==> src/rtl/core/prs_pkg.sv <==
// polled request scheduler package: item kinds, controller states, cell link structs
// no dependencies
package prs_pkg;

    typedef enum logic [3:0] {
        KIND_REGISTER = 4'd0,
        KIND_CLEAR    = 4'd1,
        KIND_DISABLE  = 4'd2,
        KIND_ENABLE   = 4'd3,
        KIND_BYPASS   = 4'd4,
        KIND_RESPONSE = 4'd5,
        KIND_TIMEOUT  = 4'd6,
        KIND_NEXT     = 4'd7,
        KIND_SEND     = 4'd8
    } kind_t;

    typedef enum logic [2:0] {
        ST_IDLE,
        ST_FIND,
        ST_SCAN,
        ST_SEND,
        ST_DONE
    } state_t;

    // broadcast from the top level to every cell
    typedef struct packed {
        logic        wr_new;      // register into the cell whose index equals count
        logic        off_set;     // disable on match
        logic        off_clr;     // enable on match
        logic        bypass;      // clear last time on match
        logic        resp;        // response on match
        logic        tmo;         // soft timeout on match and waiting
        logic        send;        // direct send on match
        logic        scan;        // next-after scan active
        logic [7:0]  code;
        logic [31:0] now;
        logic [15:0] mask;
        logic [31:0] new_interval;
        logic [15:0] new_timeout;
        logic [7:0]  new_limit;
    } bcast_t;

    // ripple token between neighboring cells
    typedef struct packed {
        logic found;    // an earlier cell already claimed the action
        logic seen;     // an earlier cell already holds the code
        logic armed;    // scan may take the next qualifying cell
    } chain_t;

    // reply from a cell
    typedef struct packed {
        logic        hit;
        logic        first;
        logic        sent;
        logic        off_now;
        logic [7:0]  code;
        logic [15:0] timeout;
    } reply_t;

endpackage

==> src/rtl/core/prs_cell.sv <==
// one table entry of the polled request scheduler, with its share of the match chain
// depends on prs_pkg
module prs_cell #(
    parameter int IDX_W = 4
) (
    input  logic                  clk,
    input  logic                  rst_n,
    input  logic [IDX_W-1:0]      idx,
    input  logic [IDX_W:0]        count,
    input  prs_pkg::bcast_t       bc,
    input  prs_pkg::chain_t       chain_in,
    output prs_pkg::chain_t       chain_out,
    output prs_pkg::reply_t       reply
);

    logic [7:0]  code_reg;
    logic [31:0] interval_reg;
    logic [15:0] timeout_reg;
    logic [7:0]  limit_reg;
    logic [7:0]  fail_reg;
    logic        off_reg;
    logic        wait_reg;
    logic [31:0] last_reg;

    logic        live;
    logic        match;
    logic        allowed;
    logic        due;
    logic        take;
    logic        send_ok;
    logic        act;
    logic [7:0]  fail_inc;
    logic [7:0]  idx_w;

    assign idx_w    = 8'(idx);
    assign live     = {1'b0, idx} < count;
    assign match    = live && (code_reg == bc.code);
    // entries from sixteen up have no mask bit
    assign allowed  = (idx_w >= 8'd16) ? 1'b1 : bc.mask[idx_w[3:0]];
    assign due      = (interval_reg == 32'd0) || (last_reg == 32'd0) ||
                      ((bc.now - last_reg) >= interval_reg);
    assign send_ok  = !off_reg && allowed;
    // scan only names the first qualifying cell after the token is armed
    assign take     = bc.scan && chain_in.armed && !chain_in.found && live && send_ok && due;
    // actions keyed by code act on the first matching cell, timeouts on the first matching waiting one
    assign act      = !chain_in.found && match && (!bc.tmo || wait_reg);
    assign fail_inc = (fail_reg == 8'hff) ? fail_reg : fail_reg + 8'd1;

    always_comb
    begin
        chain_out      = chain_in;
        reply          = '0;
        chain_out.seen = chain_in.seen || match;
        reply.first    = match && !chain_in.seen;
        if (bc.scan) begin
            if (take) begin
                chain_out.found = 1'b1;
                reply.sent      = 1'b1;
                reply.code      = code_reg;
                reply.timeout   = timeout_reg;
            end
        end else if (act) begin
            chain_out.found = 1'b1;
            reply.hit       = 1'b1;
            reply.off_now   = bc.tmo && (fail_inc >= limit_reg);
            if (bc.send && send_ok) begin
                reply.sent    = 1'b1;
                reply.code    = code_reg;
                reply.timeout = timeout_reg;
            end
        end
    end

    always_ff @(posedge clk or negedge rst_n)
    begin
        if (!rst_n) begin
            off_reg  <= 1'b0;
            wait_reg <= 1'b0;
        end else if (bc.wr_new && ({1'b0, idx} == count)) begin
            off_reg  <= 1'b0;
            wait_reg <= 1'b0;
        end else if (act && bc.send && send_ok) begin
            wait_reg <= 1'b1;
        end else if (act) begin
            if (bc.off_set || (bc.tmo && fail_inc >= limit_reg))
                off_reg <= 1'b1;
            else if (bc.off_clr)
                off_reg <= 1'b0;
            if (bc.resp || bc.tmo)
                wait_reg <= 1'b0;
        end
    end

    always_ff @(posedge clk)
    begin
        if (bc.wr_new && ({1'b0, idx} == count)) begin
            code_reg     <= bc.code;
            interval_reg <= bc.new_interval;
            timeout_reg  <= bc.new_timeout;
            limit_reg    <= bc.new_limit;
            fail_reg     <= 8'd0;
            last_reg     <= 32'd0;
        end else if (act && bc.send && send_ok) begin
            last_reg <= bc.now;
        end else if (act) begin
            if (bc.bypass)
                last_reg <= 32'd0;
            if (bc.resp)
                fail_reg <= 8'd0;
            else if (bc.tmo)
                fail_reg <= fail_inc;
        end
    end

endmodule

==> config.mk <==
export PLATFORM = sky130hd
export DESIGN_NAME = prs_cell
export DESIGN_NICKNAME = d
export VERILOG_FILES = /design/src/rtl/core/prs_pkg.sv /design/src/rtl/core/prs_cell.sv
export SDC_FILE = /design/constraint.sdc
export NUM_CORES = 1
export LEC_CHECK = 0
export BUFFER_PORTS_ARGS = -buffer_cell sky130_fd_sc_hd__buf_4
export CAP_MARGIN = 20
export CORE_MARGIN = 3
export CORE_UTILIZATION = 31
export CTS_CLUSTER_SIZE = 30
export DETAILED_ROUTE_END_ITERATION = 8
export SYNTH_ARGS = -nofsm -noshare
export SYNTH_HDL_FRONTEND = slang
export SYNTH_SLANG_ARGS = --single-unit
export TNS_END_PERCENT = 10
==> constraint.sdc <==
create_clock -name clk -period 11.38 [get_ports clk]
set_input_delay 0.569 -clock clk [delete_from_list [all_inputs] [get_ports clk]]
set_output_delay 0.569 -clock clk [all_outputs]
set_load 0.03 [all_outputs]
==> impl_metrics.py <==
metrics = {
    "outcome": {
        "status": "finished, final reports clean",
    },
    "detailed_routing": {
        "routed_wl_um": 17600,
        "ant_nets": 0,
        "num_vias": 5440,
        "avgRoutedWirePerCell_um": 15.4,
        "drtIter0Drc": 325,
        "via_per_inst": 4.77,
        "drc_errors": 0,
        "drtPass1Iterations": 6,
    },
    "sta": {
        "setup_ws_ns": 4.89,
        "clock.fmax_ghz": 0.154,
        "hold_viol_final": 0,
        "fin_crit_sh_pct": 57.0,
        "finalMaxSlewViolations": 0,
        "finalSetupTns_ns": 0,
        "final.min_clock_period_ns": 6.49,
        "clock_skew_ns": 0.0139,
        "setup_viol": 0,
        "worst_pin_slew_ns": 1.00,
        "rsz0062_at_grt": "false",
        "slew-limit-headroom_pct": 33.3,
    },
    "critical_path": {
        "ff2ff_setup_slack_ns": 8.64,
        "cp_max_fo": 25,
        "required_ns": 10.81,
        "r2r_cells": 13,
        "rr_startpoint": "fail_reg[0]",
        "cp-startpoint": "last_reg[5]",
        "end_kind": "output port",
        "arrival_ns": 5.92,
        "r2r-end": "off_reg",
        "crit_path_end": "reply[10]",
        "worstSetupStartpointType": "flop",
        "crit_type": "flop to output port",
    },
    "yosys": {
        "synth.distinct_cells": 64,
        "synth_top_area_share_pct": 27.8,
        "async_reset_ff_share_pct": 1.89,
        "synthesis.area_um2": 6920,
        "yosys-top-cells-area": "edfxtp_1 (28%), ha_1 (14%), dfxtp_1 (12%), inv_1 (4.5%), a22o_1 (4.1%)",
        "syn-num-nets": 906,
        "synth_edf_count": 64,
        "synthCells": 695,
        "synth_seq_cells": 106,
        "synth_top_flop_cell": "edfxtp_1",
        "ys_warn_count": 0,
        "avgSynthCellArea_um2": 9.96,
        "yosysTopAreaCell": "edfxtp_1",
        "synth-seq-area-share_pct": 40.1,
    },
    "finish": {
        "syn2layout_area_growth_pct": 25.9,
        "diodes": 0,
        "final_net_count": 1067,
        "layout-drive-gt1-share_pct": 22.8,
        "postLayoutCellArea_um2": 8710,
    },
    "clocking": {
        "clock_sinks": 106,
        "cts_resized": 0,
        "insertion_delay_ns": 0.36,
        "path_clk_slew_ns": 0.09,
        "cts_buffer_depth": 2,
        "clockRootBuffer": "clkbuf_16",
        "post_cts_buffers": 0,
        "cts_tree": "done",
        "htreeDepth": 3,
        "cts_buffers": 9,
    },
    "placement": {
        "pre_cts_slack_ns": 4.82,
        "io_buffers": 164,
        "dp.final_hpwl_um": 14100,
        "gp_congestion": 0.837,
        "dpl_cell_area_um2": 8400,
    },
    "grt": {
        "overflow": 0,
        "grt_first_pass_wirelength_um": 27900,
        "grt_pass1_vias": 5411,
        "grt_max_degree": 77,
        "antenna_found_initial": 0,
        "grtUsageTotal_pct": 14.5,
    },
    "floorplanning": {
        "die_w_um": 155,
        "fp.coreArea_um2": 21900,
        "io_pins": 165,
        "initial_core_util_pct": 31.6,
        "row_count": 54,
        "dieArea_um2": 24100,
        "die_h_um": 155,
    },
    "flow_run": {
        "cap_violations": 0,
    },
    "power_and_ir_drop": {
        "power_uw": 892,
        "power_leakage_nw": 3.75,
        "max-vdd-ir-drop_mv": 0.0784,
        "power_density_nw_per_um2": 102,
    },
    "worst_hold_path": {
        "hold_path.class": "input port to flop",
        "hold_start": "bc[13]",
    },
}
power breakdown:
part	internal (mW)	leakage [nW]	switching, mW	total [mW]
clock	0.155	0.147	0.161	0.317
combinational	0.0815	2.68	0.0794	0.161
sequential	0.412	0.927	0.00268	0.414
total	0.649	3.75	0.244	0.892
layout by cell type, fill, tap and decap left out, types with 18 or more instances in the layout:
cell and instances:
buf_4 166, inv_1 83, ha_1 76, edfxtp_1 64, a21oi_1 44, nor2_1 41
dfxtp_1 40, a22o_1 32, nand2_1 30, a21o_1 26, o21ai_0 25, and2_1 25
xor2_1 22, xnor2_1 19, nor4_1 18
layer usage:
| metal | GRT usage (%) | wire [um] | vias up |
|---|---|---|---|
| met5 | 0 | 0 | - |
| met4 | 3.92 | 294 | 0 |
| met3 | 4.78 | 1300 | 19 |
| met2 | 22.9 | 7960 | 141 |
| met1 | 19.2 | 8070 | 2430 |
| li1 | - | - | 2850 |
cell usage after synthesis (all sizes together) (5+ instances only):
master and count:
a211oi 6, a21o 26, a21oi 44, a22o 32, a31oi 6, and2 26
buf 10, clkbuf 7, dfxtp 40, edfxtp 64, ha 76, inv 83
mux4 5, nand2 30, nand2b 9, nand3 15, nand4 16, nor2 46
nor2b 10, nor4 18, o211ai 5, o21a 9, o21ai 25, o21bai 5
xnor2 19, xor2 22
worst max-delay path: stages, from the launching register on:
cell and delay (ns):
dfxtp_1 0.36, inv_1 0.05, ha_1 0.31, o21ai_0 0.37, nor2_1 0.09, a21oi_1 0.23
a31oi_1 0.26, a2111oi_0 0.63, o31ai_1 0.14, a21oi_1 0.19, xnor2_1 0.15, ha_1 0.28
a21o_1 0.18, a21oi_1 0.15, o22ai_1 0.08, or3_1 0.34, a2111oi_0 0.66, nor2b_1 0.11
o31a_1 0.54, and2_1 0.28, buf_4 0.17
stage by stage:
step                      utilization [%]  hold WS [ns]  cells
after CTS                            39.8         0.357   1141
after floorplan                         -         0.273    695
after detailed placement             38.4         0.356   1124
after global placement               38.4         0.357   1124
final                                39.8         0.373   1141
after global routing                 39.8         0.352   1141
layout make-up:
class,count,area [um^2]
clock buffer,9,225
tap,280,350
inverter,83,312
clock inverter,7,72.6
timing repair buffer,167,1260
fill,2199,13200
sequential,106,2770
multi-input combinational,489,3720
how the worst min path moves through the flow:
stage / end / depth (start not counted)
after CTS: timeout_reg[1] / 1
after global routing: timeout_reg[8] / 1
after detailed placement: off_reg / 1
after global placement: off_reg / 1
final: timeout_reg[5] / 1
after floorplan: off_reg / 0
repair_timing:
item                                   CTS  global route
endpoints found under the hold margin    2             0
setup endpoints to repair                0             0
hold buffers                             1             0
cell families after synthesis:
logic type / share of synthesized area (%)
simple gates: 15.3
compound gates: 17.3
flops: 40.1
buf+inv: 6.29
fa+ha+maj: 14.0
xor+xnor: 5.19
mux: 1.79
Power figures use the tool's default switching activity.
