`config.mk`:
```
export PLATFORM = sky130hd
export DESIGN_NAME = prs_ctrl
export DESIGN_NICKNAME = d
export VERILOG_FILES = /design/src/rtl/core/prs_pkg.sv /design/src/rtl/core/prs_ctrl.sv
export SDC_FILE = /design/constraint.sdc
export NUM_CORES = 1
export LEC_CHECK = 0
export CELL_PAD_IN_SITES_DETAIL_PLACEMENT = 1
export CELL_PAD_IN_SITES_GLOBAL_PLACEMENT = 1
export CORE_AREA = 2 2 39 41
export DETAILED_ROUTE_END_ITERATION = 8
export DIE_AREA = 0 0 41 43
export DONT_BUFFER_PORTS = 1
export PLACE_DENSITY = 0.55
export SLEW_MARGIN = 40
export SYNTH_ARGS = -nofsm -noshare
export SYNTH_HDL_FRONTEND = slang
export SYNTH_SLANG_ARGS = --single-unit
```
`constraint.sdc`:
```
create_clock -name clk -period 2.5 [get_ports clk]
set_input_delay 0.5 -clock clk [delete_from_list [all_inputs] [get_ports clk]]
set_output_delay 0.5 -clock clk [all_outputs]
set_load 0.1 [all_outputs]
```
`src/rtl/core/prs_pkg.sv`:
```
// polled request scheduler package: item kinds, controller states, cell link structs
// no dependencies
package prs_pkg;

    typedef enum logic [3:0] {
        KIND_REGISTER = 4'd0,
        KIND_CLEAR    = 4'd1,
        KIND_DISABLE  = 4'd2,
        KIND_ENABLE   = 4'd3,
        KIND_BYPASS   = 4'd4,
        KIND_RESPONSE = 4'd5,
        KIND_TIMEOUT  = 4'd6,
        KIND_NEXT     = 4'd7,
        KIND_SEND     = 4'd8
    } kind_t;

    typedef enum logic [2:0] {
        ST_IDLE,
        ST_FIND,
        ST_SCAN,
        ST_SEND,
        ST_DONE
    } state_t;

    // broadcast from the top level to every cell
    typedef struct packed {
        logic        wr_new;      // register into the cell whose index equals count
        logic        off_set;     // disable on match
        logic        off_clr;     // enable on match
        logic        bypass;      // clear last time on match
        logic        resp;        // response on match
        logic        tmo;         // soft timeout on match and waiting
        logic        send;        // direct send on match
        logic        scan;        // next-after scan active
        logic [7:0]  code;
        logic [31:0] now;
        logic [15:0] mask;
        logic [31:0] new_interval;
        logic [15:0] new_timeout;
        logic [7:0]  new_limit;
    } bcast_t;

    // ripple token between neighboring cells
    typedef struct packed {
        logic found;    // an earlier cell already claimed the action
        logic seen;     // an earlier cell already holds the code
        logic armed;    // scan may take the next qualifying cell
    } chain_t;

    // reply from a cell
    typedef struct packed {
        logic        hit;
        logic        first;
        logic        sent;
        logic        off_now;
        logic [7:0]  code;
        logic [15:0] timeout;
    } reply_t;

endpackage

```
`src/rtl/core/prs_ctrl.sv`:
```
// controller of the polled request scheduler: sequences find, scan and send passes
// depends on prs_pkg
module prs_ctrl (
    input  logic              clk,
    input  logic              rst_n,
    input  logic              start,
    input  logic [3:0]        kind,
    input  logic              hit,
    output prs_pkg::state_t   state,
    output logic              capture,
    output logic              scan_phase,
    output logic              finish
);

    prs_pkg::state_t state_reg, state_next;
    prs_pkg::kind_t  kind_reg;
    logic            need_scan;

    assign state = state_reg;
    assign need_scan = (kind_reg == prs_pkg::KIND_NEXT) ||
                       (hit && (kind_reg == prs_pkg::KIND_RESPONSE ||
                                kind_reg == prs_pkg::KIND_TIMEOUT));

    always_comb
    begin
        state_next = state_reg;
        case (state_reg)
            prs_pkg::ST_IDLE: if (start) state_next = prs_pkg::ST_FIND;
            prs_pkg::ST_FIND: state_next = need_scan ? prs_pkg::ST_SCAN : prs_pkg::ST_DONE;
            prs_pkg::ST_SCAN: state_next = prs_pkg::ST_SEND;
            prs_pkg::ST_SEND: state_next = prs_pkg::ST_DONE;
            prs_pkg::ST_DONE: state_next = prs_pkg::ST_IDLE;
            default:          state_next = prs_pkg::ST_IDLE;
        endcase
    end

    always_comb
    begin
        capture    = 1'b0;
        scan_phase = 1'b0;
        finish     = 1'b0;
        case (state_reg)
            prs_pkg::ST_IDLE: capture    = start;
            prs_pkg::ST_SCAN: scan_phase = 1'b1;
            prs_pkg::ST_DONE: finish     = 1'b1;
            default:          ;
        endcase
    end

    always_ff @(posedge clk or negedge rst_n)
    begin
        if (!rst_n) begin
            state_reg <= prs_pkg::ST_IDLE;
            kind_reg  <= prs_pkg::KIND_CLEAR;
        end else begin
            state_reg <= state_next;
            if (capture)
                kind_reg <= prs_pkg::kind_t'(kind);
        end
    end

endmodule
```
==> run metrics, run 1 <==
post-synthesis register bit count=7; worst rel slew slack=0.5589; GR Util All Layers=0.09359; multiplexer share of the synthesized area=0.1457; RSZ-0062 raised after global routing=false; filler instances=154; post-DP HPWL=~550 um; Setup crit end kind=output pin; max-slew violation count=0; Sum Neg Setup Slack=0 ns; Die X=41 um; Hold Fails Final Rpt=0; Num CTS Buffers=3; syn_area_per_cell=14.05 um2; RePlAce Congestion=0.6779; Worst Hold Class=primary input to asynchronous set/reset pin; status=finished clean; most area-consuming cells after synthesis=dfrtp_1 (49%), mux2_2 (15%), dfstp_2 (8.5%), nor4b_4 (7.7%), nor3b_1 (4.9%); Setup Viol. Count Final=0; Tcrit/Tclk final=0.8565; Seq/Total Area, Yosys=0.5709; Synth Warn #=0; met1 WL=236 um; CP Launch Type=flop; Longest Clk Path Bufs=2; fraction of the mapped netlist area in adder cells=0.03239; Routed wire per std cell=13.88 um; drt first pass iters=1; drt drc=0; clock-pin slew on the worst setup and hold paths=0.05 ns; CTS root buffer=clkbuf_4; full die area=1763 um2; WL met2=350 um; f_max=467.0 MHz; number of vias per cell=approximately 4.5; critical path class=flop to output pin; first-pass GRT wire length=approximately 1.0 mm; Largest register FFs=4; CTS tree=yes; post-layout min period=2.141 ns; synthesized net count=30; Total Wirelength=~670 um; largest family of logic cells by synthesized area=simple AND/OR/NAND/NOR gates; Cell Area, Synth=309.0 um2; Worst Skew=around 0.0047 ns; remaining antenna violation count after routing=0; row count=14; Die Y-Extent=about 43 um; n_diodes=0; largest net degree at the start of global routing=8; I/O pins=14; Initial DRC Count=0; Routed met3 length=68 um; crit path max fanout=4; Critical Path AT=1.64 ns; Core Footprint=1384 um2; compound-gate portion of the synthesized area=0.04858; antenna violations before repair=0; Highest Signal Layer=met4; post-synth top area share=0.4858; Clk Latency, worst-skew pair=0.25 ns; Cells after DPL=43; Non-Filler Instances=48; Layout Cell Area excl Fill=429.2 um2; Crit path required time=~2.0 ns; area leader, netlist=dfrtp_1; Slew @ Worst Pin=0.6616 ns; Placed Area=392.9 um2; vias in the first global route=267; synthesized instance count=22; xor/xnor share of the synthesized area=0; H-tree levels=1; Syn-to-layout area delta=38.87%; share of layout cells above drive strength 1=0.5938; via count=216; PortBufs=0; Starting Density=0.2233; Netlist cell types=12; final net count=41; Clock Sinks=7; maxcap violations=0; total grt overflow=0; Synth Area in Simple Gates=0.1903
worst max-delay path, stage by stage (launching register included):
cell and delay [ns]:
dfrtp_2 0.43, buf_4 0.32, inv_1 0.14, nor3_4 0.18, buf_4 0.31
cells by family (layout without fill, tap and decap cells):
group | Yosys count | after routing
multiplexers | 4 | 4
adder cells (fa/ha/maj) | 1 | 1
AO/OA/AOI/OAI | 2 | 2
flip-flops | 7 | 7
buffers and inverters | 1 | 11
AND/OR/NAND/NOR | 7 | 7
routing by layer:
metal	up-vias	GRT usage
li1	100	-
met1	103	0.08389
met2	11	0.1469
met3	2	0.04188
met4	0	0.08000
met5	-	0
Yosys cell counts, drive strengths merged:
library cell / instances
nand2b: 1
nor4b: 1
inv: 1
dfstp: 1
nor2: 1
maj3: 1
nor3: 2
dfrtp: 6
a41o: 1
nor3b: 2
a21oi: 1
mux2: 4
cells in the final DEF (no fill, tap or decap), types with 3 or more instances in the layout:
cell      n
dfrtp_1   3
buf_4     5
clkbuf_4  3
dfrtp_2   3
mux2_2    4
layout make-up:
type,instances,area [um2],share of cell area
sequential,7,180.2,0.4198
clock buffer,4,26.28,0.06122
inverter,1,3.754,0.008746
timing repair buffer,6,47.55,0.1108
multi-input combinational,14,151.4,0.3528
tap,16,20.02,0.04665
worst paths after layout:
path	to	depth (start not counted)	slack (ns)	from
max	finish	4	0.36	state[2]$_DFFE_PN0P_
min	kind_reg[0]$_DFFE_PN1P_	0	0.09	rst_n
max reg2reg	kind_reg[3]$_DFFE_PN0P_	3	0.67	state[0]$_DFFE_PN0P_
min reg2reg	kind_reg[2]$_DFFE_PN0P_	1	0.51	kind_reg[2]$_DFFE_PN0P_
max in group asynchronous	state[1]$_DFFE_PN0P_	1	1.69	rst_n
min in group clk	kind_reg[0]$_DFFE_PN1P_	1	0.40	kind[0]
through the flow:
stage	util	worst slack, ns	hold slack [ns]
3_5_place_dp	0.2839	0.6188	0.2047
6_report	0.3101	0.3587	0.09122
3_3_place_gp	0.2839	0.6364	0.2047
5_1_grt	0.3101	0.3085	0.07741
2_1_floorplan	-	0.01933	0.2044
4_1_cts	0.3101	0.3416	0.08091
what timing repair did:
| item | CTS | global route |
|---|---|---|
| hold buffers | 1 | 0 |
| setup buffers | 0 | 0 |
| gates resized for setup | 0 | 0 |
| hold endpoints to repair | 6 | 0 |
Power of run 1 is left out: the tool's default activity adds up to more than one toggle a clock period on the data nets, which glitch-free logic cannot reach.
==> inputs of run 2 (changes only) <==
GPL_TIMING_DRIVEN = 0   (was unset)
==> run 2 against run 1 <==
  * Core utilization rose by 1.7 points
  * Hold slack improved by 0.0060 ns
  * Via count rose by 0.93%
  * Sequential share of layout area fell by 2.2 points
==> run metrics, run 2 (synthesis gave the netlist of run 1 again) <==
status=finished clean (unchanged); crit-path max cell delay=0.64 ns (was 0.43 ns); vias in the first global route=287 (was 267); Worst Skew=0.001112 ns (was 0.004697 ns); commonest non-fill, non-tap cell in the layout=mux2_2 (was buf_4); CP Launch Type=flop (unchanged); final net count=40 (was 41); Setup Viol. Count Final=0 (unchanged); RePlAce Congestion=0.6524 (was 0.6779); Initial DRC Count=3 (was 0); post-layout min period=2.204 ns (was 2.141 ns); largest net degree at the start of global routing=8 (unchanged); Worst Hold Class=primary input to asynchronous set/reset pin (unchanged); I/O pins=14 (unchanged); first-pass GRT wire length=1.186 mm (was 1.041 mm); Worst path slowest cell=dfrtp_2 (unchanged); Largest register FFs=4 (unchanged); drt first pass iters=2 (was 1); full die area=1763 um2 (unchanged); row count=14 (unchanged); RSZ-0062 raised after global routing=false (unchanged); share of layout cells above drive strength 1=0.5484 (was 0.5938); Routed wire per std cell=14.21 um (was 13.88 um); Num CTS Buffers=3 (unchanged); Reg2Reg Setup Slack=0.49 ns (was 0.67 ns); CP Launch Point=state[1]$_DFFE_PN0P_ (was state[2]$_DFFE_PN0P_); Sum Neg Setup Slack=0 ns (unchanged); Total Wirelength=668 um (was 666 um); Buf+Inv Stages, Crit Path=1 (was 3); Clk Latency, worst-skew pair=0.24 ns (was 0.25 ns); antenna violations before repair=0 (unchanged); CTS root buffer=clkbuf_4 (unchanged); Crit path required time=2.00 ns (about the same); H-tree levels=1 (unchanged); crit-path cells=nor4b_4 > buf_16 (was buf_4 > inv_1 > nor3_4 > buf_4); n_diodes=0 (unchanged); max-slew violation count=0 (unchanged); Die X=41 um (unchanged); Longest Clk Path Bufs=2 (unchanged); worst rel slew slack=0.5547 (was 0.5589); most frequent cells in the layout=mux2_2 (4), clkbuf_4 (3), dfrtp_1 (3), dfrtp_2 (3), buf_8 (2) (was buf_4 (5), mux2_2 (4), clkbuf_4 (3), dfrtp_1 (3), dfrtp_2 (3)); drt drc=0 (unchanged); Hold Fails Final Rpt=0 (unchanged); Slew @ Worst Pin=0.6680 ns (was 0.6616 ns); CTS tree=yes (unchanged); postcts setup bufs=0 (unchanged); Tcrit/Tclk final=0.8818 (was 0.8565); clock-pin slew on the worst setup and hold paths=0.05 ns (about the same); Setup crit end kind=output pin (unchanged); PortBufs=0 (unchanged); Clock Sinks=7 (unchanged); maxcap violations=0 (unchanged); remaining antenna violation count after routing=0 (unchanged); total grt overflow=0 (unchanged); crit path max fanout=6 (was 4); Critical Path AT=1.70 ns (was 1.64 ns); GR Util All Layers=0.1066 (was 0.09359); CP top delay family=flip-flops (was buffers and inverters); Core Footprint=1384 um2 (unchanged); critical path class=flop to output pin (unchanged); number of vias per cell=4.638 (was 4.500); Syn-to-layout area delta=46.56% (was 38.87%); Die Y-Extent=43 um (unchanged); worst r2r src=state[1]$_DFFE_PN0P_ (was state[0]$_DFFE_PN0P_); Starting Density=0.2233 (unchanged); f_max=453.6 MHz (was 467.0 MHz); via count=218 (was 216)
## run 2: cell count changes in the layout (fill, tap and decap cells not counted)
cell and change:
buf_16 +1, buf_4 -5, buf_1 +1, buf_8 +2
## run 2: final cells by class
cell class                      count  area [um2]
Sequential cell                     7       180.2
Tap cell                           16       20.02
Timing Repair Buffer                5       71.32
Inverter                            1       3.754
Fill cell                         164       930.9
Clock buffer                        4       26.28
Multi-Input combinational cell     14       151.4
## run 2: through the flow
stage	cell area, um2	hold WS (ns)	setup WS (ns)	util	std cells
after CTS	452.9	0.08122	0.2765	0.3273	47
after global placement	355.3	0.2047	-0.07227	0.2568	38
after detailed placement	416.7	0.2046	0.4952	0.3011	42
after global routing	452.9	0.06779	0.2396	0.3273	47
final	452.9	0.09722	0.2956	0.3273	47
after floorplan	335.3	0.2044	0.01933	-	22
## run 2: layer usage
layer	wire, um	global-route usage	vias to the layer above
met1	244	0.09333	105
met2	341	0.1656	11
li1	-	-	100
met3	73	0.04712	2
met4	10	0.1000	0
met5	0	0	-
## run 2: worst register-to-register path, stage by stage (launching register included)
cell	delay (ns)
dfrtp_2	0.64
nor4b_4	0.59
buf_16	0.23
buf_1	0.11
mux2_2	0.32
## run 2: what timing repair did
action,4_1_cts,5_1_grt
endpoints found under the setup margin,0,0
hold endpoints to repair,6,0
gates resized for setup,0,0
hold buffers,1,0
## run 2: path summary, 6_finish.rpt
path,end,depth (start not counted)
max,capture,2
min,kind_reg[0]$_DFFE_PN1P_,0
max reg2reg,kind_reg[1]$_DFFE_PN0P_,4
min reg2reg,kind_reg[2]$_DFFE_PN0P_,1
max in group asynchronous,state[0]$_DFFE_PN0P_,1
min in group clk,kind_reg[3]$_DFFE_PN0P_,1
Power of run 2 is left out for the same reason.
